===== src/design/single_digit_infix_evaluator_unit_assert.svh =====
// Assertion macros shared by the infix evaluator RTL.
// Every macro samples on clk and is disabled while rst_n is low.
`ifndef SINGLE_DIGIT_INFIX_EVALUATOR_UNIT_ASSERT_SVH
`define SINGLE_DIGIT_INFIX_EVALUATOR_UNIT_ASSERT_SVH

// The consequent must hold in the same cycle as the antecedent.
`define SDIE_ASSERT_NOW(label, ante, cons, msg) \
  label: assert property (@(posedge clk) disable iff (!rst_n) (ante) |-> (cons)) \
    else $error(msg);

// The consequent must hold in the cycle after the antecedent.
`define SDIE_ASSERT_NEXT(label, ante, cons, msg) \
  label: assert property (@(posedge clk) disable iff (!rst_n) (ante) |=> (cons)) \
    else $error(msg);

`endif


===== src/design/sdie_pkg.sv =====
// Package for the single-digit infix evaluator: widths, character codes,
// operator and error codes, and the request/response types of the shared unit.
// No dependencies.
package sdie_pkg;

  localparam int VALUE_BITS = 8;
  localparam int DIGIT_BITS = 4;
  localparam int CNT_BITS   = $clog2(VALUE_BITS);

  typedef logic [VALUE_BITS-1:0] value_t;
  typedef logic [1:0]            code_t;

  localparam logic [7:0] CH_ZERO  = 8'h30;
  localparam logic [7:0] CH_NINE  = 8'h39;
  localparam logic [7:0] CH_PLUS  = 8'h2B;
  localparam logic [7:0] CH_MINUS = 8'h2D;
  localparam logic [7:0] CH_STAR  = 8'h2A;
  localparam logic [7:0] CH_SLASH = 8'h2F;

  localparam code_t ALU_ADD = 2'd0;
  localparam code_t ALU_SUB = 2'd1;
  localparam code_t ALU_MUL = 2'd2;
  localparam code_t ALU_DIV = 2'd3;

  localparam code_t SOP_NONE = 2'd0;
  localparam code_t SOP_ADD  = 2'd1;
  localparam code_t SOP_SUB  = 2'd2;

  localparam code_t POP_NONE = 2'd0;
  localparam code_t POP_MUL  = 2'd1;
  localparam code_t POP_DIV  = 2'd2;

  localparam code_t ERR_OK        = 2'd0;
  localparam code_t ERR_SYMBOL    = 2'd1;
  localparam code_t ERR_MALFORMED = 2'd2;
  localparam code_t ERR_DIVZERO   = 2'd3;

  localparam logic [CNT_BITS-1:0] MUL_LAST_STEP = CNT_BITS'(DIGIT_BITS - 1);
  localparam logic [CNT_BITS-1:0] DIV_LAST_STEP = CNT_BITS'(VALUE_BITS - 1);

  typedef struct packed {
    logic   start;
    code_t  op;
    value_t a;
    value_t b;
  } alu_req_t;

  typedef struct packed {
    logic   busy;
    logic   done;
    value_t result;
  } alu_rsp_t;

endpackage


===== src/design/sdie_alu.sv =====
// Shared iterative arithmetic unit: one-step add/subtract, shift-add multiply
// by a digit and restoring divide by a digit. Depends on sdie_pkg.
module sdie_alu import sdie_pkg::*; (
  input  logic     clk,
  input  logic     rst_n,
  input  alu_req_t req_i,
  output alu_rsp_t rsp_o
);

  logic                  run_r, run_nxt;
  logic                  done_r, done_nxt;
  code_t                 op_r, op_nxt;
  logic [CNT_BITS-1:0]   cnt_r, cnt_nxt;
  value_t                acc_r, acc_nxt;
  value_t                mcand_r, mcand_nxt;
  value_t                quo_r, quo_nxt;
  logic [DIGIT_BITS-1:0] rem_r, rem_nxt;
  logic [DIGIT_BITS-1:0] dvs_r, dvs_nxt;
  logic                  neg_r, neg_nxt;
  value_t                res_r, res_nxt;

  value_t                mul_acc;
  logic [DIGIT_BITS:0]   rem_sh;
  logic [DIGIT_BITS:0]   rem_sub;
  logic                  rem_ge;
  value_t                quo_step;

  always_comb begin
    mul_acc  = acc_r + (dvs_r[0] ? mcand_r : '0);
    rem_sh   = {rem_r, quo_r[VALUE_BITS-1]};
    rem_ge   = (rem_sh >= {1'b0, dvs_r});
    rem_sub  = rem_sh - {1'b0, dvs_r};
    quo_step = {quo_r[VALUE_BITS-2:0], rem_ge};
  end

  always_comb begin
    run_nxt   = run_r;
    done_nxt  = 1'b0;
    op_nxt    = op_r;
    cnt_nxt   = cnt_r;
    acc_nxt   = acc_r;
    mcand_nxt = mcand_r;
    quo_nxt   = quo_r;
    rem_nxt   = rem_r;
    dvs_nxt   = dvs_r;
    neg_nxt   = neg_r;
    res_nxt   = res_r;
    if (run_r) begin
      cnt_nxt = cnt_r - 1'b1;
      if (op_r == ALU_MUL) begin
        acc_nxt   = mul_acc;
        mcand_nxt = {mcand_r[VALUE_BITS-2:0], 1'b0};
        dvs_nxt   = {1'b0, dvs_r[DIGIT_BITS-1:1]};
        if (cnt_r == '0) begin
          run_nxt  = 1'b0;
          done_nxt = 1'b1;
          res_nxt  = mul_acc;
        end
      end else begin
        quo_nxt = quo_step;
        rem_nxt = rem_ge ? rem_sub[DIGIT_BITS-1:0] : rem_sh[DIGIT_BITS-1:0];
        if (cnt_r == '0) begin
          run_nxt  = 1'b0;
          done_nxt = 1'b1;
          res_nxt  = neg_r ? (~quo_step + 1'b1) : quo_step;
        end
      end
    end else if (req_i.start) begin
      op_nxt = req_i.op;
      unique case (req_i.op)
        ALU_ADD: begin
          res_nxt  = req_i.a + req_i.b;
          done_nxt = 1'b1;
        end
        ALU_SUB: begin
          res_nxt  = req_i.a - req_i.b;
          done_nxt = 1'b1;
        end
        ALU_MUL: begin
          run_nxt   = 1'b1;
          cnt_nxt   = MUL_LAST_STEP;
          acc_nxt   = '0;
          mcand_nxt = req_i.a;
          dvs_nxt   = req_i.b[DIGIT_BITS-1:0];
        end
        ALU_DIV: begin
          run_nxt = 1'b1;
          cnt_nxt = DIV_LAST_STEP;
          neg_nxt = req_i.a[VALUE_BITS-1];
          quo_nxt = req_i.a[VALUE_BITS-1] ? (~req_i.a + 1'b1) : req_i.a;
          rem_nxt = '0;
          dvs_nxt = req_i.b[DIGIT_BITS-1:0];
        end
        default: begin
          done_nxt = 1'b0;
        end
      endcase
    end
  end

  always_ff @(posedge clk) begin
    if (!rst_n) begin
      run_r  <= 1'b0;
      done_r <= 1'b0;
    end else begin
      run_r  <= run_nxt;
      done_r <= done_nxt;
    end
    op_r    <= op_nxt;
    cnt_r   <= cnt_nxt;
    acc_r   <= acc_nxt;
    mcand_r <= mcand_nxt;
    quo_r   <= quo_nxt;
    rem_r   <= rem_nxt;
    dvs_r   <= dvs_nxt;
    neg_r   <= neg_nxt;
    res_r   <= res_nxt;
  end

  assign rsp_o.busy   = run_r;
  assign rsp_o.done   = done_r;
  assign rsp_o.result = res_r;

endmodule


===== src/design/single_digit_infix_evaluator_unit.sv =====
// Top level of the single-digit infix evaluator: stream ports, the expression
// sequencer and its state. Depends on sdie_pkg, sdie_alu and the assert header.
//
// The block takes an expression one ASCII character per request and returns one
// result request for the character marked by in_tlast. A '+' or '-' that follows
// an earlier '+' or '-' first folds that one into the sum. A digit after '*' or '/'
// holds the block while the multiply or divide runs, because the multiply and
// divide run bit by bit in the single shared arithmetic unit. The last character
// holds the block for the final add or subtract and for loading the output
// register. A result that is not yet taken holds the block only when the next
// result is ready to leave.
`include "single_digit_infix_evaluator_unit_assert.svh"

module single_digit_infix_evaluator_unit import sdie_pkg::*; (
  input  logic       clk,
  input  logic       rst_n,
  input  logic       in_tvalid,
  output logic       in_tready,
  input  logic [7:0] in_tdata,   // [7:0] char_code
  input  logic       in_tlast,   // last_char
  output logic       out_tvalid,
  input  logic       out_tready,
  output value_t     out_tdata,  // [7:0] value
  output code_t      out_tuser   // [1:0] error_code
);

  localparam logic [1:0] S_IDLE = 2'd0;
  localparam logic [1:0] S_CALC = 2'd1;
  localparam logic [1:0] S_LAST = 2'd2;
  localparam logic [1:0] S_FOLD = 2'd3;

  logic [1:0] state_r, state_nxt;
  value_t     sum_r, sum_nxt;
  code_t      sop_r, sop_nxt;
  value_t     prod_r, prod_nxt;
  code_t      pop_r, pop_nxt;
  logic       expect_r, expect_nxt;
  code_t      err_r, err_nxt;
  logic       last_r, last_nxt;
  logic       dest_r, dest_nxt;
  logic       out_valid_r, out_valid_nxt;
  value_t     out_value_r, out_value_nxt;
  code_t      out_err_r, out_err_nxt;

  value_t     digit;
  logic       out_free;
  alu_req_t   alu_req;
  alu_rsp_t   alu_rsp;

  sdie_alu u_alu (
    .clk   (clk),
    .rst_n (rst_n),
    .req_i (alu_req),
    .rsp_o (alu_rsp)
  );

  assign in_tready  = (state_r == S_IDLE);
  assign out_tvalid = out_valid_r;
  assign out_tdata  = out_value_r;
  assign out_tuser  = out_err_r;
  assign digit      = {{(VALUE_BITS-DIGIT_BITS){1'b0}}, in_tdata[DIGIT_BITS-1:0]};
  assign out_free   = !out_valid_r || out_tready;

  always_comb begin
    state_nxt     = state_r;
    sum_nxt       = sum_r;
    sop_nxt       = sop_r;
    prod_nxt      = prod_r;
    pop_nxt       = pop_r;
    expect_nxt    = expect_r;
    err_nxt       = err_r;
    last_nxt      = last_r;
    dest_nxt      = dest_r;
    out_valid_nxt = out_valid_r && !out_tready;
    out_value_nxt = out_value_r;
    out_err_nxt   = out_err_r;
    alu_req       = '0;

    unique case (state_r)
      S_IDLE: begin
        if (in_tvalid) begin
          last_nxt = in_tlast;
          if (err_r == ERR_OK) begin
            case (in_tdata) inside
              [CH_ZERO:CH_NINE]: begin
                if (!expect_r) begin
                  err_nxt = ERR_MALFORMED;
                end else begin
                  pop_nxt    = POP_NONE;
                  expect_nxt = 1'b0;
                  dest_nxt   = 1'b0;
                  case (pop_r)
                    POP_MUL: begin
                      alu_req = '{start: 1'b1, op: ALU_MUL, a: prod_r, b: digit};
                    end
                    POP_DIV: begin
                      if (digit == '0) begin
                        err_nxt = ERR_DIVZERO;
                      end else begin
                        alu_req = '{start: 1'b1, op: ALU_DIV, a: prod_r, b: digit};
                      end
                    end
                    default: begin
                      prod_nxt = digit;
                    end
                  endcase
                end
              end
              CH_PLUS, CH_MINUS: begin
                if (expect_r) begin
                  err_nxt = ERR_MALFORMED;
                end else begin
                  sop_nxt    = (in_tdata == CH_PLUS) ? SOP_ADD : SOP_SUB;
                  pop_nxt    = POP_NONE;
                  expect_nxt = 1'b1;
                  dest_nxt   = 1'b1;
                  case (sop_r)
                    SOP_ADD: alu_req = '{start: 1'b1, op: ALU_ADD, a: sum_r, b: prod_r};
                    SOP_SUB: alu_req = '{start: 1'b1, op: ALU_SUB, a: sum_r, b: prod_r};
                    default: sum_nxt = prod_r;
                  endcase
                end
              end
              CH_STAR, CH_SLASH: begin
                if (expect_r) begin
                  err_nxt = ERR_MALFORMED;
                end else begin
                  pop_nxt    = (in_tdata == CH_STAR) ? POP_MUL : POP_DIV;
                  expect_nxt = 1'b1;
                end
              end
              default: begin
                err_nxt = ERR_SYMBOL;
              end
            endcase
          end
          if (alu_req.start) begin
            state_nxt = S_CALC;
          end else if (in_tlast) begin
            state_nxt = S_LAST;
          end
        end
      end
      S_CALC: begin
        if (alu_rsp.done) begin
          if (dest_r) begin
            sum_nxt = alu_rsp.result;
          end else begin
            prod_nxt = alu_rsp.result;
          end
          state_nxt = last_r ? S_LAST : S_IDLE;
        end
      end
      S_LAST: begin
        if (err_r == ERR_OK && !expect_r && sop_r != SOP_NONE) begin
          alu_req = '{start: 1'b1, op: (sop_r == SOP_ADD) ? ALU_ADD : ALU_SUB,
                      a: sum_r, b: prod_r};
          state_nxt = S_FOLD;
        end else if (out_free) begin
          out_valid_nxt = 1'b1;
          if (err_r != ERR_OK || expect_r) begin
            out_value_nxt = '0;
            out_err_nxt   = (err_r != ERR_OK) ? err_r : ERR_MALFORMED;
          end else begin
            out_value_nxt = prod_r;
            out_err_nxt   = ERR_OK;
          end
          sum_nxt    = '0;
          sop_nxt    = SOP_NONE;
          prod_nxt   = '0;
          pop_nxt    = POP_NONE;
          expect_nxt = 1'b1;
          err_nxt    = ERR_OK;
          last_nxt   = 1'b0;
          state_nxt  = S_IDLE;
        end
      end
      S_FOLD: begin
        if (alu_rsp.done) begin
          prod_nxt  = alu_rsp.result;
          sop_nxt   = SOP_NONE;
          state_nxt = S_LAST;
        end
      end
      default: begin
        state_nxt = S_IDLE;
      end
    endcase
  end

  always_ff @(posedge clk) begin
    if (!rst_n) begin
      state_r     <= S_IDLE;
      sum_r       <= '0;
      sop_r       <= SOP_NONE;
      prod_r      <= '0;
      pop_r       <= POP_NONE;
      expect_r    <= 1'b1;
      err_r       <= ERR_OK;
      last_r      <= 1'b0;
      out_valid_r <= 1'b0;
    end else begin
      state_r     <= state_nxt;
      sum_r       <= sum_nxt;
      sop_r       <= sop_nxt;
      prod_r      <= prod_nxt;
      pop_r       <= pop_nxt;
      expect_r    <= expect_nxt;
      err_r       <= err_nxt;
      last_r      <= last_nxt;
      out_valid_r <= out_valid_nxt;
    end
    dest_r      <= dest_nxt;
    out_value_r <= out_value_nxt;
    out_err_r   <= out_err_nxt;
  end

  `SDIE_ASSERT_NOW(a_ready_alu_idle, in_tready, !alu_rsp.busy,
    "Input accepted while the shared unit is still running.")
  `SDIE_ASSERT_NEXT(a_calc_leaves, state_r == S_CALC && alu_rsp.done, state_r != S_CALC,
    "Sequencer stayed in the calculate state after the unit finished.")
  `SDIE_ASSERT_NOW(a_error_zero_value, out_tvalid && out_tuser != ERR_OK, out_tdata == '0,
    "An error result carries a nonzero value.")
  `SDIE_ASSERT_NEXT(a_last_blocks, in_tvalid && in_tready && in_tlast, !in_tready,
    "A last character did not hold off the next request.")

endmodule


===== config.mk =====
export PLATFORM = sky130hd
export DESIGN_NAME = single_digit_infix_evaluator_unit
export DESIGN_NICKNAME = d
export VERILOG_FILES = /design/src/design/sdie_pkg.sv /design/src/design/sdie_alu.sv /design/src/design/single_digit_infix_evaluator_unit.sv
export VERILOG_INCLUDE_DIRS = /design/src /design/src/design
export SDC_FILE = /design/constraint.sdc
export NUM_CORES = 1
export LEC_CHECK = 0
export BUFFER_PORTS_ARGS = -buffer_cell sky130_fd_sc_hd__buf_4
export CORE_MARGIN = 4
export CORE_UTILIZATION = 60
export DETAILED_ROUTE_END_ITERATION = 10
export PLACE_DENSITY = 0.81
export SETUP_SLACK_MARGIN = 0.1
export SYNTH_ARGS = -nofsm -noshare
export SYNTH_HDL_FRONTEND = slang
export SYNTH_SLANG_ARGS = --single-unit

===== constraint.sdc =====
create_clock -name clk -period 5.2 [get_ports clk]
set_input_delay 0.78 -clock clk [delete_from_list [all_inputs] [get_ports clk]]
set_output_delay 0.78 -clock clk [all_outputs]
set_load 0.01 [all_outputs]

==> flow_summary_export.csv, run 1 <==
group,metric,value,unit
status,status,"finished clean",
worst_setup_path,cp.arrival,4.64,ns
logic_synthesis,async_reset_ff_share,0,%
finish,post-route-util,66.4,%
clock_network,clockRootBuffer,"clkbuf_8",
finish,area_delta_synth_final,7.85,%
placement,globalplace.congestion,0.958,
global_route,grt_pass1_vias,4753,
sta,slew_headroom,37.2,%
global_route,grt_overflow_total,0,
clock_network,cts_tree,"built",
job,drv_cap,0,
finish,fin_area,6100,sq um
global_route,groute.usage.overall,26.6,%
worst_setup_path,regToRegSetupSlack,0.65,ns
pwr,p_seq_share,54.6,%
logic_synthesis,avgSynthCellArea,9.12,sq um
worst_setup_path,worstSetupPathType,"flop to flop",
pwr,vdd_ir_drop_max,0.000174,V
worst_setup_path,worst_r2r_path_depth,15,
sta,fmax,220,MHz
min_path,hold_path_depth,2,
pwr,p_leak,2.39,nW
finish,final_nets,682,
routing,wl_per_cell,18.7,microns
global_route,antenna_found_initial,0,
clock_network,htree_levels,3,
global_route,grt_max_degree,45,
die,core_area,9200,sq um
finish,n_antenna_cell,0,
sta,finalHoldViolations,0,
worst_setup_path,r2r-start,"state_r[0]",
placement,portBuffers,24,
pwr,pwr-share-comb,11.8,%
min_path,hold_path_startpoint,"pop_r[0]",
routing,drc,0,
global_route,grt_pass1_wl,23600,microns
clock_network,clk_latency,0.37,ns
logic_synthesis,synth-seq-cells,86,
logic_synthesis,yosys-top-cells-area,"edfxtp_1 (30%), dfxtp_1 (10%), ha_1 (7.1%), nand2_1 (4.4%), o21ai_0 (4.3%)",
pwr,cellPowerDensity,229,nW/um^2
clock_network,cts_buffer_depth,2,
die,design.die.area,11100,sq um
sta,whs,0.504,ns
logic_synthesis,ys.flop_type,"edfxtp_1",
pwr,p_int,0.00103,W
logic_synthesis,ys_warn_count,0,
die,start_util,61.6,%
clock_network,numCtsBuffers,9,
worst_setup_path,critPathRequiredTime,5.30,ns
worst_setup_path,worstPathMaxFanout,7,
sta,setup_tns,0,ns
pwr,clkPwrFrac,33.7,%
logic_synthesis,netlist.area_leader.share,30.2,%
die,rows,35,
sta,rsz0062_at_grt,"false",
finish,drive_above_1_share,10.3,%
clock_network,clkTransAtPathRegs,0.08,ns
logic_synthesis,syn_nets,669,
logic_synthesis,synth_area,5660,sq um
placement,pre_cts_ws,0.555,ns
logic_synthesis,synth_top_area_cell,"edfxtp_1",
sta,slew_viol_final,0,
worst_setup_path,rr_endpoint,"u_alu.res_r[7]",
placement,place.detailed.hpwl,10600,microns
routing,vias,4786,
finish,layout_commonest_cell,"nand2_1",
die,die_h,105,microns
sta,worst_slack,0.651,ns
clock_network,postCtsResizedCells,0,
clock_network,cts_hold_buf,0,
logic_synthesis,yosysSeqAreaShare,40.5,%
logic_synthesis,synthCells,621,
pwr,p_sw_share,26.4,%
placement,placedInstanceArea,5910,sq um
routing,firstDrtPassIters,5,
routing,via_per_inst,6.38,
worst_setup_path,end_kind,"flop",
sta,period_share,87.5,%
clock_network,postCtsSetupRepairBufs,0,
logic_synthesis,synth_edf_count,57,
routing,ant_nets,0,
sta,setup-violations-final,0,
clock_network,clock_sinks,86,
sta,worstMarginPinSlew,0.939,ns
die,ios,25,
worst_setup_path,cp-start-kind,"flop",
logic_synthesis,synth_cell_types,64,
min_path,hold_path_end,"pop_r[0]",
sta,finClkSkew,0.0106,ns
pwr,switching_power,0.000370,W
routing,initialDrtViolationCount,521,
min_path,min_path_type,"flop to flop",
sta,fin_crit,4.55,ns
routing,wl,14000,microns
finish,final_cell_mix,"nand2_1 (66), edfxtp_1 (57), o21ai_0 (49)",
die,die_x,105,microns
synthesized netlist by cell type (all sizes together), types with 4 or more instances:
library cell,n
or3,5
xor2,8
nor2,45
a22oi,7
dfxtp,29
ha,32
a21boi,7
nand2b,8
inv,45
a211oi,10
o31ai,9
o22ai,4
nand2,66
nor3,13
nor2b,17
nand3,15
and2,20
xnor2,16
o211ai,7
a221oi,5
buf,7
nand4,5
edfxtp,57
mux2i,14
a31oi,6
a21oi,30
o21ai,54
clkbuf,22
mux2,10
metrics by stage:
step | total power (W) | instances
finish | 0.00140 | 750
global placement | 0.000936 | 734
global route | 0.00146 | 750
floorplan | 0.000887 | 621
detailed placement | 0.000942 | 734
CTS | 0.00140 | 750
state kept, by name, summed over array words and instances, names as in the netlist, 3 cells and up:
register / cells
sum_r: 8
u_alu.acc_r: 8
out_tdata: 8
u_alu.mcand_r: 8
u_alu.rem_r: 4
u_alu.res_r: 8
u_alu.quo_r: 8
u_alu.dvs_r: 4
prod_r: 8
u_alu.cnt_r: 3
critical path, stage by stage, from the launching register on:
cell       delay (ns)
dfxtp_1          0.40
inv_1            0.13
ha_1             0.33
nand4bb_4        0.15
or4_1            0.61
nor2_1           0.31
a22oi_1          0.22
ha_1             0.30
o21ai_0          0.35
ha_1             0.31
a21oi_1          0.21
o211ai_1         0.16
a211oi_1         0.26
o21bai_1         0.09
xor3_1           0.37
mux2i_1          0.08
final cells by class:
type                            instances  area (sq um)
Sequential cell                        86          2290
Fill cell                             724          3090
Multi-Input combinational cell        460          3070
Inverter                               46           185
Clock inverter                          5          58.8
Tap cell                              111           139
Clock buffer                           11           131
Timing Repair Buffer                   31           233
worst max path at each step:
stage          cells after the start        endpoint        start  slack (ns)
4_1_cts                           15  u_alu.res_r[7]   state_r[0]        0.74
2_1_floorplan                     15  u_alu.res_r[7]  in_tdata[0]        0.97
5_1_grt                           15  u_alu.res_r[7]   state_r[0]        0.22
6_report                          15  u_alu.res_r[7]   state_r[0]        0.65
3_3_place_gp                      15  u_alu.res_r[7]  in_tdata[6]        0.74
3_5_place_dp                      15  u_alu.res_r[7]  in_tdata[6]        0.55
routing by layer:
layer  routed length [microns]  track usage (%)  vias to the layer above
met2                      6830             44.9                      205
met4                       440             10.9                        0
met1                      5760             33.8                     2269
met5                         0                0                        -
li1                          -                -                     2269
met3                      1010             4.39                       43
cells by family after synthesis:
group                      count (synthesis)  share of synthesized area (%)
and+or+nand+nor                          214                           19.0
AOI/OAI and AO/OA                        162                           18.3
DFF                                       86                           40.5
buffers and inverters                     75                           5.44
adders and majority gates                 35                           8.13
xor gates and xnor gates                  25                           4.13
muxes                                     24                           4.47
power groups by stage:
stage	Clock [W]	Sequential, W	Combinational (W)
CTS	0.000475	0.000763	0.000163
global placement	0	0.000779	0.000158
floorplan	0	0.000775	0.000112
finish	0.000471	0.000765	0.000165
detailed placement	0	0.000779	0.000162
global route	0.000509	0.000767	0.000182
(Power assumes the default switching activity.)
==> inputs of run 2 (changes only) <==
--- a/config.mk
+++ b/config.mk
@@ -9,7 +9,7 @@
 export BUFFER_PORTS_ARGS = -buffer_cell sky130_fd_sc_hd__buf_4
 export CORE_MARGIN = 4
-export CORE_UTILIZATION = 60
+export CORE_UTILIZATION = 41
 export DETAILED_ROUTE_END_ITERATION = 10
-export PLACE_DENSITY = 0.81
+export PLACE_DENSITY = 0.6
 export SETUP_SLACK_MARGIN = 0.1
 export SYNTH_ARGS = -nofsm -noshare
==> constraint.sdc (replaced) <==
create_clock -name clk -period 5.2 [get_ports clk]
set_input_delay 1.04 -clock clk [delete_from_list [all_inputs] [get_ports clk]]
set_output_delay 1.04 -clock clk [all_outputs]
set_load 0.01 [all_outputs]
==> run 2 against run 1 <==
Final cell count grew 9.2%. Combinational power is essentially flat. Global-route usage shrank 7.0 points. Highest routed layer unchanged. Critical path type is now input pin to flop. Fmax shrank 0.58%.
==> flow_summary_export.csv, run 2 (synthesized netlist as in run 1, its figures left out) <==
group,metric,value,unit
sta,period_share,88.0,%
die,ios,25,
placement,place.detailed.hpwl,11400,microns
routing,wl,15000,microns
finish,layout_commonest_cell,"nand2_1",
worst_setup_path,worstSetupPathType,"input pin to flop",
sta,setup-violations-final,0,
global_route,grt_pass1_vias,4620,
clock_network,clk_latency,0.35,ns
worst_setup_path,crit_buf_inv,4,
finish,n_antenna_cell,0,
clock_network,clock_sinks,86,
worst_setup_path,cp-start-kind,"input pin",
min_path,min_path_type,"flop to flop",
pwr,p_int,0.00121,W
clock_network,htree_levels,3,
worst_setup_path,cp.arrival,4.66,ns
worst_setup_path,path_cells,"buf_4 -> or3_1 -> nor3_1 -> or3_1 -> buf_4 -> clkinv_8 -> a22oi_1 -> ha_1 -> inv_1 -> fa_1 -> a21o_1 -> a21oi_1 -> o21bai_1 -> a21oi_1 -> xor2_1 -> o22ai_1",
die,core_area,13400,sq um
routing,vias,4717,
die,design.die.area,15800,sq um
sta,slew_headroom,40.5,%
die,start_util,42.2,%
placement,globalplace.congestion,0.973,
global_route,grt_max_degree,45,
sta,fin_crit,4.58,ns
die,die_h,126,microns
worst_setup_path,worstPathMaxFanout,10,
finish,drive_above_1_share,11.0,%
routing,via_per_inst,5.76,
pwr,clkPwrFrac,41.9,%
pwr,vdd_ir_drop_max,0.000133,V
pwr,switching_power,0.000400,W
routing,wl_per_cell,18.3,microns
global_route,grt_pass1_wl,24500,microns
global_route,groute.usage.overall,19.6,%
routing,drc,0,
worst_setup_path,slowest_delay,0.52,ns
sta,finalHoldViolations,0,
pwr,p_seq_share,47.7,%
placement,pre_cts_ws,0.338,ns
clock_network,cts_tree,"built",
finish,final_nets,686,
global_route,grt_overflow_total,0,
die,die_x,126,microns
pwr,cellPowerDensity,254,nW/um^2
status,status,"finished clean",
worst_setup_path,critPathRequiredTime,5.28,ns
clock_network,clockRootBuffer,"clkbuf_16",
global_route,antenna_found_initial,0,
clock_network,clkTransAtPathRegs,0.06,ns
placement,portBuffers,24,
clock_network,postCtsResizedCells,0,
clock_network,numCtsBuffers,9,
finish,area_delta_synth_final,11.9,%
worst_setup_path,end_kind,"flop",
routing,firstDrtPassIters,5,
worst_setup_path,critical_path.top_delay_family,"compound AO/OA/AOI/OAI gates",
sta,setup_tns,0,ns
clock_network,cts_buffer_depth,2,
sta,fmax,219,MHz
sta,finClkSkew,0.00813,ns
sta,worst_slack,0.624,ns
clock_network,postCtsSetupRepairBufs,0,
sta,slew_viol_final,0,
sta,worstMarginPinSlew,0.892,ns
finish,final_cell_mix,"nand2_1 (66), edfxtp_1 (57), o21ai_0 (49)",
job,drv_cap,0,
pwr,pwr-share-comb,10.4,%
pwr,p_leak,2.47,nW
routing,initialDrtViolationCount,470,
clock_network,cts_hold_buf,0,
pwr,p_sw_share,24.9,%
routing,ant_nets,0,
worst_setup_path,slowest_stage,"a22oi_1",
die,rows,42,
sta,rsz0062_at_grt,"false",
run 2: cell types whose count changed in the layout (fill, tap and decap cells not counted), sizes merged:
cell,previous run,this run
buf,31,35
clkinvlp,2,0
clkbuf,11,12
clkinv,2,3
run 2: cell type report:
class | instances | area, sq um
Clock buffer | 12 | 256
Clock inverter | 4 | 53.8
Fill cell | 1281 | 7060
Inverter | 46 | 185
Multi-Input combinational cell | 460 | 3070
Sequential cell | 86 | 2290
Tap cell | 176 | 220
Timing Repair Buffer | 35 | 263
run 2: final timing paths:
check	to	slack, ns	cells after the start	start
hold reg to reg	pop_r[0]	0.48	2	pop_r[0]
setup reg to reg	u_alu.res_r[7]	0.74	15	state_r[0]
hold / removal	pop_r[0]	0.48	2	pop_r[0]
setup / recovery	u_alu.res_r[6]	0.62	16	in_tdata[0]
run 2: layer usage:
layer  part of all wire, %  vias to the layer above  GRT usage [%]
met5                     0                        -              0
met4                   2.8                        0           9.18
met3                   6.7                       26           2.99
met2                    46                      198           30.5
met1                    45                     2222           26.8
li1                      -                     2271              -
run 2: stage by stage:
step                utilization, %  total power, W  hold WS (ns)  cells  area, sq um
floorplan                        -        0.000887         0.449    621         5660
global placement              45.0        0.000945         0.471    803         6030
CTS                           47.3         0.00162         0.490    819         6340
detailed placement            45.0        0.000947         0.483    803         6030
finish                        47.3         0.00161         0.483    819         6340
global route                  47.3         0.00167         0.529    819         6340
run 2: power by group through the flow:
stage	Combinational [W]	Clock, W	Sequential (W)
2_1_floorplan	0.000112	0	0.000775
3_3_place_gp	0.000164	0	0.000781
3_5_place_dp	0.000165	0	0.000782
4_1_cts	0.000165	0.000689	0.000766
5_1_grt	0.000183	0.000718	0.000769
6_report	0.000167	0.000675	0.000768
run 2: worst min-delay path, stage by stage (launching register included):
cell and delay, ns:
dfxtp_1 0.33, nand2_1 0.06, a21oi_1 0.05
